$ cat src/ksto_pkg.sv
// Shared types and constants for the keyed slot table.
// Used by ksto_cell and keyed_slot_table_with_offline_eviction; no dependencies.
`timescale 1ns / 1ps
`default_nettype none

package ksto_pkg;

  localparam int unsigned SLOTS_DEF = 16;
  localparam int unsigned IDX_W     = 6;

  localparam logic [2:0] OFFLINE_STATUS = 3'd6;

  typedef enum logic [2:0] {
    OUT_HIT      = 3'd0,
    OUT_NEW      = 3'd1,
    OUT_REPLACED = 3'd2,
    OUT_REJECTED = 3'd3,
    OUT_REMOVED  = 3'd4,
    OUT_MISS     = 3'd5
  } outcome_e;

  typedef enum logic [1:0] {
    ST_IDLE,
    ST_SCAN,
    ST_APPLY,
    ST_DONE
  } state_e;

  typedef struct packed {
    logic        used;
    logic [63:0] key;
    logic [2:0]  status;
    logic [31:0] rtime;
  } entry_t;

  typedef struct packed {
    logic        mode;
    logic [63:0] agent_key;
    logic [2:0]  new_status;
    logic [31:0] rx_time;
  } in_t;

  typedef struct packed {
    logic [2:0]       outcome;
    logic [IDX_W-1:0] slot_index;
  } out_t;

endpackage

`default_nettype wire

$ cat src/ksto_cell.sv
// One slot of the rotating slot ring: holds one table entry and passes it on.
// Depends on ksto_pkg for the entry type.
`timescale 1ns / 1ps
`default_nettype none

module ksto_cell
  import ksto_pkg::*;
(
  input  wire logic   clk_i,
  input  wire logic   rst_ni,
  input  wire logic   shift_i,
  input  wire entry_t entry_i,
  output entry_t      entry_o
);

  entry_t entry_q;

  // The table resets to all zero, so every field of the entry is cleared.
  always_ff @(posedge clk_i or negedge rst_ni) begin
    if (!rst_ni) begin
      entry_q <= '0;
    end else if (shift_i) begin
      entry_q <= entry_i;
    end
  end

  assign entry_o = entry_q;

endmodule

`default_nettype wire

$ cat src/keyed_slot_table_with_offline_eviction.sv
// Top level of the keyed slot table: slot ring, scan controller and output register.
// Depends on ksto_pkg and ksto_cell.
`timescale 1ns / 1ps
`default_nettype none

// The table keeps SLOTS entries in a ring of cells that rotates by one slot per
// cycle while a scan or write pass runs, past a single inspection point, so every
// slot is seen once per pass and the ring is back in place at the end of a pass.
// An item is taken only while the controller is idle. A remove takes one pass
// (clearing matching slots as they go by), and its result is then registered from
// the done state. An update takes one pass to find a hit, the lowest free slot and
// the oldest offline slot, then a second pass to write the chosen slot. An update
// with the empty key skips both passes and goes straight to the done state; one
// that finds no slot to use skips the write pass. The controller goes back to idle
// as the result is registered, so the next item can be taken in the cycle after,
// as long as the output register was free; while a finished result still waits
// there, the controller holds. The ring rotation is what sets the item time.
module keyed_slot_table_with_offline_eviction
  import ksto_pkg::*;
#(
  parameter int unsigned SLOTS = SLOTS_DEF
) (
  input  wire logic clk_i,
  input  wire logic rst_ni,
  input  wire logic in_valid_i,
  output logic      in_stall_o,
  input  wire in_t  in_data_i,
  output logic      out_valid_o,
  input  wire logic out_stall_i,
  output out_t      out_data_o
);

  localparam int unsigned IW = (SLOTS > 1) ? $clog2(SLOTS) : 1;
  localparam logic [IW-1:0] LAST = IW'(SLOTS - 1);

  entry_t ring [SLOTS];
  entry_t wb;
  logic   shift;

  for (genvar i = 0; i < SLOTS; i++) begin : g_cell
    if (i == SLOTS - 1) begin : g_tail
      ksto_cell u_cell (
        .clk_i   (clk_i),
        .rst_ni  (rst_ni),
        .shift_i (shift),
        .entry_i (wb),
        .entry_o (ring[i])
      );
    end else begin : g_body
      ksto_cell u_cell (
        .clk_i   (clk_i),
        .rst_ni  (rst_ni),
        .shift_i (shift),
        .entry_i (ring[i+1]),
        .entry_o (ring[i])
      );
    end
  end

  state_e state_q, state_d;
  logic [IW-1:0] cnt_q, cnt_d;
  in_t item_q, item_d;

  logic hit_q, hit_d;
  logic free_q, free_d;
  logic vic_q, vic_d;
  logic [IW-1:0] hit_idx_q, hit_idx_d;
  logic [IW-1:0] free_idx_q, free_idx_d;
  logic [IW-1:0] vic_idx_q, vic_idx_d;
  logic [31:0] vic_time_q, vic_time_d;
  logic [IW-1:0] tgt_q, tgt_d;
  outcome_e res_q, res_d;
  logic [IW-1:0] res_idx_q, res_idx_d;

  logic out_valid_q, out_valid_d;
  out_t out_q, out_d;

  entry_t head;
  logic   match;

  assign head  = ring[0];
  assign match = head.used && (head.key == item_q.agent_key);

  always_ff @(posedge clk_i or negedge rst_ni) begin
    if (!rst_ni) begin
      state_q     <= ST_IDLE;
      cnt_q       <= '0;
      out_valid_q <= 1'b0;
    end else begin
      state_q     <= state_d;
      cnt_q       <= cnt_d;
      out_valid_q <= out_valid_d;
    end
  end

  always_ff @(posedge clk_i) begin
    item_q     <= item_d;
    hit_q      <= hit_d;
    free_q     <= free_d;
    vic_q      <= vic_d;
    hit_idx_q  <= hit_idx_d;
    free_idx_q <= free_idx_d;
    vic_idx_q  <= vic_idx_d;
    vic_time_q <= vic_time_d;
    tgt_q      <= tgt_d;
    res_q      <= res_d;
    res_idx_q  <= res_idx_d;
    out_q      <= out_d;
  end

  always_comb begin
    state_d     = state_q;
    cnt_d       = cnt_q;
    item_d      = item_q;
    hit_d       = hit_q;
    free_d      = free_q;
    vic_d       = vic_q;
    hit_idx_d   = hit_idx_q;
    free_idx_d  = free_idx_q;
    vic_idx_d   = vic_idx_q;
    vic_time_d  = vic_time_q;
    tgt_d       = tgt_q;
    res_d       = res_q;
    res_idx_d   = res_idx_q;
    out_valid_d = out_valid_q;
    out_d       = out_q;
    shift       = 1'b0;
    wb          = head;
    in_stall_o  = 1'b1;

    // The beat in the output register leaves on its own handshake.
    if (out_valid_q && !out_stall_i) begin
      out_valid_d = 1'b0;
    end

    case (state_q)
      ST_IDLE: begin
        in_stall_o = 1'b0;
        if (in_valid_i) begin
          item_d = in_data_i;
          cnt_d  = '0;
          hit_d  = 1'b0;
          free_d = 1'b0;
          vic_d  = 1'b0;
          if (!in_data_i.mode && (in_data_i.agent_key == 64'd0)) begin
            res_d     = OUT_REJECTED;
            res_idx_d = '0;
            state_d   = ST_DONE;
          end else begin
            state_d = ST_SCAN;
          end
        end
      end

      ST_SCAN: begin
        shift = 1'b1;
        cnt_d = cnt_q + 1'b1;
        if (item_q.mode) begin
          // Remove clears matches on the fly; the first one sets the index.
          if (match) begin
            wb = '0;
            if (!hit_q) begin
              hit_d     = 1'b1;
              hit_idx_d = cnt_q;
            end
          end
        end else begin
          if (match && !hit_q) begin
            hit_d     = 1'b1;
            hit_idx_d = cnt_q;
          end
          if (!head.used && !free_q) begin
            free_d     = 1'b1;
            free_idx_d = cnt_q;
          end
          if ((head.status == OFFLINE_STATUS) && (!vic_q || (head.rtime < vic_time_q))) begin
            vic_d      = 1'b1;
            vic_idx_d  = cnt_q;
            vic_time_d = head.rtime;
          end
        end
        if (cnt_q == LAST) begin
          cnt_d = '0;
          if (item_q.mode) begin
            if (hit_d) begin
              res_d     = OUT_REMOVED;
              res_idx_d = hit_idx_d;
            end else begin
              res_d     = OUT_MISS;
              res_idx_d = '0;
            end
            state_d = ST_DONE;
          end else if (hit_d) begin
            res_d   = OUT_HIT;
            tgt_d   = hit_idx_d;
            state_d = ST_APPLY;
          end else if (free_d) begin
            res_d   = OUT_NEW;
            tgt_d   = free_idx_d;
            state_d = ST_APPLY;
          end else if (vic_d) begin
            res_d   = OUT_REPLACED;
            tgt_d   = vic_idx_d;
            state_d = ST_APPLY;
          end else begin
            res_d     = OUT_REJECTED;
            res_idx_d = '0;
            state_d   = ST_DONE;
          end
          res_idx_d = (state_d == ST_APPLY) ? tgt_d : res_idx_d;
        end
      end

      ST_APPLY: begin
        shift = 1'b1;
        cnt_d = cnt_q + 1'b1;
        if (cnt_q == tgt_q) begin
          wb.used   = 1'b1;
          wb.key    = item_q.agent_key;
          wb.status = item_q.new_status;
          wb.rtime  = item_q.rx_time;
        end
        if (cnt_q == LAST) begin
          cnt_d   = '0;
          state_d = ST_DONE;
        end
      end

      ST_DONE: begin
        if (!out_valid_d) begin
          out_valid_d        = 1'b1;
          out_d.outcome      = res_q;
          out_d.slot_index   = IDX_W'(res_idx_q);
          state_d            = ST_IDLE;
        end
      end

      default: begin
        state_d = ST_IDLE;
      end
    endcase
  end

  assign out_valid_o = out_valid_q;
  assign out_data_o  = out_q;

endmodule

`default_nettype wire
$ cat config.mk
export PLATFORM = sky130hd
export DESIGN_NAME = keyed_slot_table_with_offline_eviction
export DESIGN_NICKNAME = d
export VERILOG_FILES = /design/src/ksto_pkg.sv /design/src/ksto_cell.sv /design/src/keyed_slot_table_with_offline_eviction.sv
export SDC_FILE = /design/constraint.sdc
export NUM_CORES = 2
export LEC_CHECK = 0
export BUFFER_PORTS_ARGS = -buffer_cell sky130_fd_sc_hd__buf_4
export CELL_PAD_IN_SITES_DETAIL_PLACEMENT = 0
export CELL_PAD_IN_SITES_GLOBAL_PLACEMENT = 1
export CORE_MARGIN = 8
export CORE_UTILIZATION = 44
export CTS_CLUSTER_SIZE = 20
export DETAILED_ROUTE_END_ITERATION = 8
export GPL_TIMING_DRIVEN = 0
export PLACE_DENSITY_LB_ADDON = 0.2
export SLEW_MARGIN = 30
export SYNTH_ARGS = -nofsm -noshare
export SYNTH_HDL_FRONTEND = slang
export SYNTH_SLANG_ARGS = --single-unit
$ cat constraint.sdc
create_clock -name clk_i -period 5.8 [get_ports clk_i]
set_clock_uncertainty 0.05 [all_clocks]
set_input_delay 0.29 -clock clk_i [delete_from_list [all_inputs] [get_ports clk_i]]
set_output_delay 0.29 -clock clk_i [all_outputs]
set_load 0.01 [all_outputs]
# [Word-level counts from Yosys, hierarchy flattened]
# Index checks and enable logic that the tools add are counted.
[op_classes] add_sub_neg=1 multipliers=0 div_mod_pow=0 order_cmp=1 eq_ne=16 n_shift=0 n_mux=68 bitwise=2 n_reduce_logical=27
[op_table] operator="$mux 100" count=3
[op_table] operator="$pmux 100 s2" count=1
[op_table] operator="$mux 4" count=23
[op_table] operator="$eq 64x64->1" count=1
[op_table] operator="$logic_not 64->1" count=1
[op_table] operator="$lt 32x32->1" count=1
[op_table] operator="$mux 1" count=21
[op_table] operator="$mux 2" count=9
[op_table] operator="$pmux 4 s2" count=2
[op_table] operator="$mux 3" count=4
[op_table] operator="$ne 4x4->1 const B" count=3
[op_table] operator="$ne 2x2->1 const B" count=5
[op_table] operator="$reduce_and 2->1" count=5
[op_table] operator="$pmux 2 s4" count=1
[op_table] operator="$reduce_and 4->1" count=2
[op_table] operator="$reduce_and 7->1" count=1
[op_table] operator="$eq 2x2->1 const B" count=3
[op_table] operator="$logic_and 1x1->1" count=6
[op_table] operator="$logic_not 1->1" count=6
[op_table] operator="$pmux 1 s2" count=3
[op_table] operator="$pmux 3 s2" count=1
[op_table] operator="$add 4x1->4 const B" count=1
[op_table] operator="$eq 4x4->1" count=1
[op_table] operator="$eq 4x4->1 const B" count=1
[op_table] operator="8 further kinds" count=10
[totals] register_bits=1772 latchBits=0 ram_bits=0 rom_bits=0 output_inout_bits=11 word_cells=198 n_memories=0

# [Longest topological paths before layout]
[depth] ltp_word=16 ltp_mapped=9 ltp_nobuf=9

# [Hierarchy]
# Synthesis repeated with hierarchy kept, for this count alone.
[unflattened] hier_cells=4386 hier_area_um2=77550.6
[modules_own_cells] mod="ksto_cell" n_inst=16 cells_each=211 area_each_um2=4215.3 seq_area_each_um2=2502.4
[modules_own_cells] mod="keyed_slot_table_with_offline_eviction" n_inst=1 cells_each=1010 area_each_um2=10105.9 seq_area_each_um2=5129.9

# [Worst setup path before layout]
# Ideal clock, no wire load.
[synth_path] path_kind="reg2reg" start="register state_q[1]" end="register item_q[0] (netlist bit), enable pin" setup_ns=0.453 t_arrival_ns=2.782 required_time_ns=5.297 slack_ns=2.515 path_stages_with_launch=5 path_buffers=0 synth_period_minus_slack_ns=3.285 path_cell_list="dfrtp_1 inv_1 ha_1 nand2_1 inv_1"
[synth_between] elab_chain_len=2
[synth_lines] element="from (decl)" line_no="keyed_slot_table_with_offline_eviction.sv:60" source="state_e state_q, state_d;"
[synth_lines] element="from (signal assigned)" line_no="keyed_slot_table_with_offline_eviction.sv:90" source="state_q <= state_d;"
[synth_lines] element="$logic_not 2->1" line_no="keyed_slot_table_with_offline_eviction.sv:136" source="case (state_q)"
[synth_lines] element="$reduce_and 2->1 (no line)"
[synth_lines] element="to (signal assigned)" line_no="keyed_slot_table_with_offline_eviction.sv:97" source="item_q <= item_d;"
[synth_lines] element="to (decl)" line_no="keyed_slot_table_with_offline_eviction.sv:62" source="in_t item_q, item_d;"
# No other way between the ends.
# A chain may end at the register's enable or synchronous reset.

# [Worst setup path in the final report]
[layout_path] start="register state_q[0]" end="register g_cell[15].g_tail.u_cell.entry_q (netlist bit g_cell[15].g_tail.u_cell.entry_o[23])"
[layout_between] elab_chain_len=3 elab_cells_between_ends=5 cone_classes="2 x eq/ne; 2 x mux; 1 x reduce/logical"
[layout_lines] element="$eq 2x2->1 / $eq 2x1->1 (equally long branches)" line_no="keyed_slot_table_with_offline_eviction.sv:136"
[layout_lines] element="$reduce_or 2->1 (no line) (*)"
[layout_lines] element="$mux 1 (*)" line_no="keyed_slot_table_with_offline_eviction.sv:136"
[layout_lines] element="net g_cell[0].g_body.u_cell.shift_i" line_no="ksto_cell.sv:11" source="input wire logic shift_i,"
[layout_lines] element="to (signal assigned)" line_no="ksto_cell.sv:23" source="entry_q <= entry_i;"
[layout_lines] element="to (decl)" line_no="ksto_cell.sv:16" source="entry_t entry_q;"
# The timed path passes the listed nets; every way through them passes the cells marked *.

==> flow_summary.toml <==
[run_status]
outcome = "finished clean"

[clocking]
h-tree-depth = 4
clkLatencyLatePin_ns = 0.80
cts_setup_buffers = 0
cts.sinks = 1772
cts_root_buf = "clkbuf_16"
cts_buffers = 185
ctsLongestPathBuffers = 3
cts_tree = "done"
cts_resized = 0
path_clk_slew_ns = 0.06

[cells_and_area]
final_area_sq_um = 78800
final_cells = 6769
drive_gt1_share_pct = 42.2
fin_nets = 4710
fillers = 12700
area_growth_pct = 16.4

[power]
leakage_nw = 37.6
clockPowerShare_pct = 23.4
p_seq_share_pct = 40.4
p_sw_share_pct = 33.8
ir_drop_mv = 0.390
finalPower_mw = 51.0
power.internal_mw = 33.8
power_switching_mw = 17.2
power_density_nw_per_um2 = 648
pwr-share-comb_pct = 36.2

[worst_setup_path]
reg2reg_depth = 8
worstSetupEndpointType = "flip-flop"
crit_path_start_kind = "flip-flop"
crit_path_max_fanout = 10
crit_arrival_ns = 4.68
crit_required_ns = 6.40
worstSetupPathType = "flip-flop to flip-flop"

[logic_synthesis]
yosys-top-cells-count = "dfrtp_1, mux2_2, clkbuf_1, edfxtp_1, xor2_1"
ys_warn_count = 0
synth_cell_types = 55
syn_area_per_cell_sq_um = 16.3
async_flop_share_pct = 90.7
synth_top_area_cell = "dfrtp_1"
syn-cell-area_sq_um = 67600
synth.most_common_cell = "dfrtp_1"
syn_inst = 4149
synthFlopType = "dfrtp_1"
synth_top_area_share_pct = 59.4
synth_edf_count = 165
netlist_top_cells_area = "dfrtp_1, mux2_2, edfxtp_1"
seq_area_frac_synth_pct = 66.8
synth-seq-cells = 1772

[worst_hold_path]
whs_path_depth = 2
hp-class = "primary input to flip-flop"

[route]
viasPerCell = 5.12
drtIter0Drc = 1820
wl_microns = 147000
wl_per_cell_microns = 21.7
num_vias = 34700
antenna_left = 0
route.detailed.drc = 0
firstDrtPassIters = 5

[sta]
tns_ns = 0
setup_violations = 0
slew_viol_final = 0
rsz0062_at_grt = "false"
timing.final.crit_share_pct = 70.3
finalHoldViolCount = 0
maxClockFrequency_mhz = 245
finalCriticalPeriod_ns = 4.08
slew_headroom_pct = 34.1
tightest_slew_ns = 0.989

[floorplan]
core_area_sq_um = 153000
die_y_microns = 408
dieArea_sq_um = 167000
ios = 115
initial_core_util_pct = 44.1
rows = 144
die_w_microns = 408

[placed_design]
dpl.hpwl_microns = 99800
placed_area_sq_um = 71500
gp_congestion = 0.797
io_buffers = 112
place_inst = 6322

[run]
cap_violations = 0

[global_routing]
antenna_found_initial = 5
grt_max_degree = 129
grt_usage_pct = 17.7
grt_overflow = 0
grt_pass1_vias = 36800
grt_pass1_wl_microns = 230000
layout make-up:
type / instances / area (sq um) / share of cell area (%)
tap: 2044 / 2560 / 3.25
timing repair buffer: 233 / 2320 / 2.95
antenna: 1 / 2.50 / 0.00318
sequential: 1772 / 45200 / 57.3
inverter: 48 / 188 / 0.238
multi-input combinational: 2110 / 21400 / 27.2
buffer: 220 / 933 / 1.18
clock inverter: 56 / 691 / 0.877
clock buffer: 285 / 5510 / 7.00
kinds of logic after synthesis:
family	Yosys count	synth area share, %
xor+xnor	68	0.880
compound gates	225	2.51
other cells	1	0.00554
mux	1545	25.7
flops	1772	66.8
buf+inv	268	1.62
simple gates	234	1.84
fa+ha+maj	36	0.666
worst paths after layout:
check | endpoint | start | slack [ns]
hold / removal | item_q[2] | in_data_i[2] | 0.14
setup / recovery | g_cell[15].g_tail.u_cell.entry_o[23] | state_q[0] | 1.72
min in group asynchronous | g_cell[13].g_body.u_cell.entry_o[77] | rst_ni | 0.56
hold reg to reg | out_data_o[1] | res_idx_q[1] | 0.37
setup reg to reg | g_cell[15].g_tail.u_cell.entry_o[23] | state_q[0] | 1.72
max in group asynchronous | g_cell[8].g_body.u_cell.entry_o[34] | rst_ni | 3.10
flip-flops by register name (all words and copies together), names as in the netlist:
| register | flops |
|---|---|
| res_idx_q | 4 |
| res_q | 3 |
| g_cell.g_body.u_cell.entry_o | 1500 |
| tgt_q | 4 |
| out_data_o | 7 |
| out_valid_o | 1 |
| g_cell.g_tail.u_cell.entry_o | 100 |
| cnt_q | 4 |
| vic_q | 1 |
| item_q | 100 |
| hit_idx_q | 4 |
| vic_time_q | 32 |
| free_idx_q | 4 |
| free_q | 1 |
| hit_q | 1 |
| vic_idx_q | 4 |
| state_q | 2 |
routing by layer:
| layer | vias to the layer above | routed length [microns] | GRT usage (%) |
|---|---|---|---|
| met5 | - | 0 | 0 |
| li1 | 15800 | - | - |
| met4 | 0 | 3810 | 5.05 |
| met2 | 443 | 69100 | 28.5 |
| met3 | 222 | 4530 | 2.67 |
| met1 | 18200 | 69400 | 25.2 |
critical path, cell delays in order (launching register included):
cell and delay, ns:
dfrtp_1 0.41, inv_1 0.08, ha_1 0.28, clkbuf_1 0.48, clkbuf_1 0.53, clkbuf_1 0.74, clkbuf_1 0.65, clkbuf_1 0.55
a21oi_1 0.14
through the flow:
stage          hold WS, ns  utilization (%)  worst slack (ns)
5_1_grt              0.101             51.4              1.52
4_1_cts             0.0596             51.4              1.63
3_5_place_dp         0.194             46.6              1.63
2_1_floorplan      -0.0556                -              2.51
6_report             0.145             51.4              1.72
3_3_place_gp         0.354             46.3            -15.52
cells in the final DEF (no fill, tap or decap), types with 7 or more instances in the layout:
cell              n
dfrtp_1        1607
mux2_2         1541
clkbuf_1        235
clkbuf_16       190
edfxtp_1        165
buf_4           116
dlygate4sd3_1   105
xor2_1           68
a21oi_1          65
and2_1           64
nor2_1           62
a221o_1          62
inv_1            46
clkbuf_8         40
a22oi_1          36
ha_1             36
nor4_1           34
nand2_1          28
clkinv_2         24
o21ai_0          17
clkbuf_2         16
buf_16           15
nand4_1          13
bufinv_16        11
nor3_1           10
clkinv_1         10
nand3_1           9
buf_6             9
buf_1             7
timing repair:
action / CTS / global route
endpoints found under the setup margin: 0 / 0
endpoints found under the hold margin: 642 / 0
hold buffers: 105 / 0
power groups by stage:
stage / registers (mW) / clock network, mW / logic [mW]
2_1_floorplan: 19.6 / 0 / 13.5
3_3_place_gp: 20.8 / 0 / 18.4
3_5_place_dp: 20.8 / 0 / 18.8
4_1_cts: 20.6 / 12.3 / 19.0
5_1_grt: 21.3 / 12.8 / 20.0
6_report: 20.6 / 12.0 / 18.5
(Power assumes the default switching activity.)
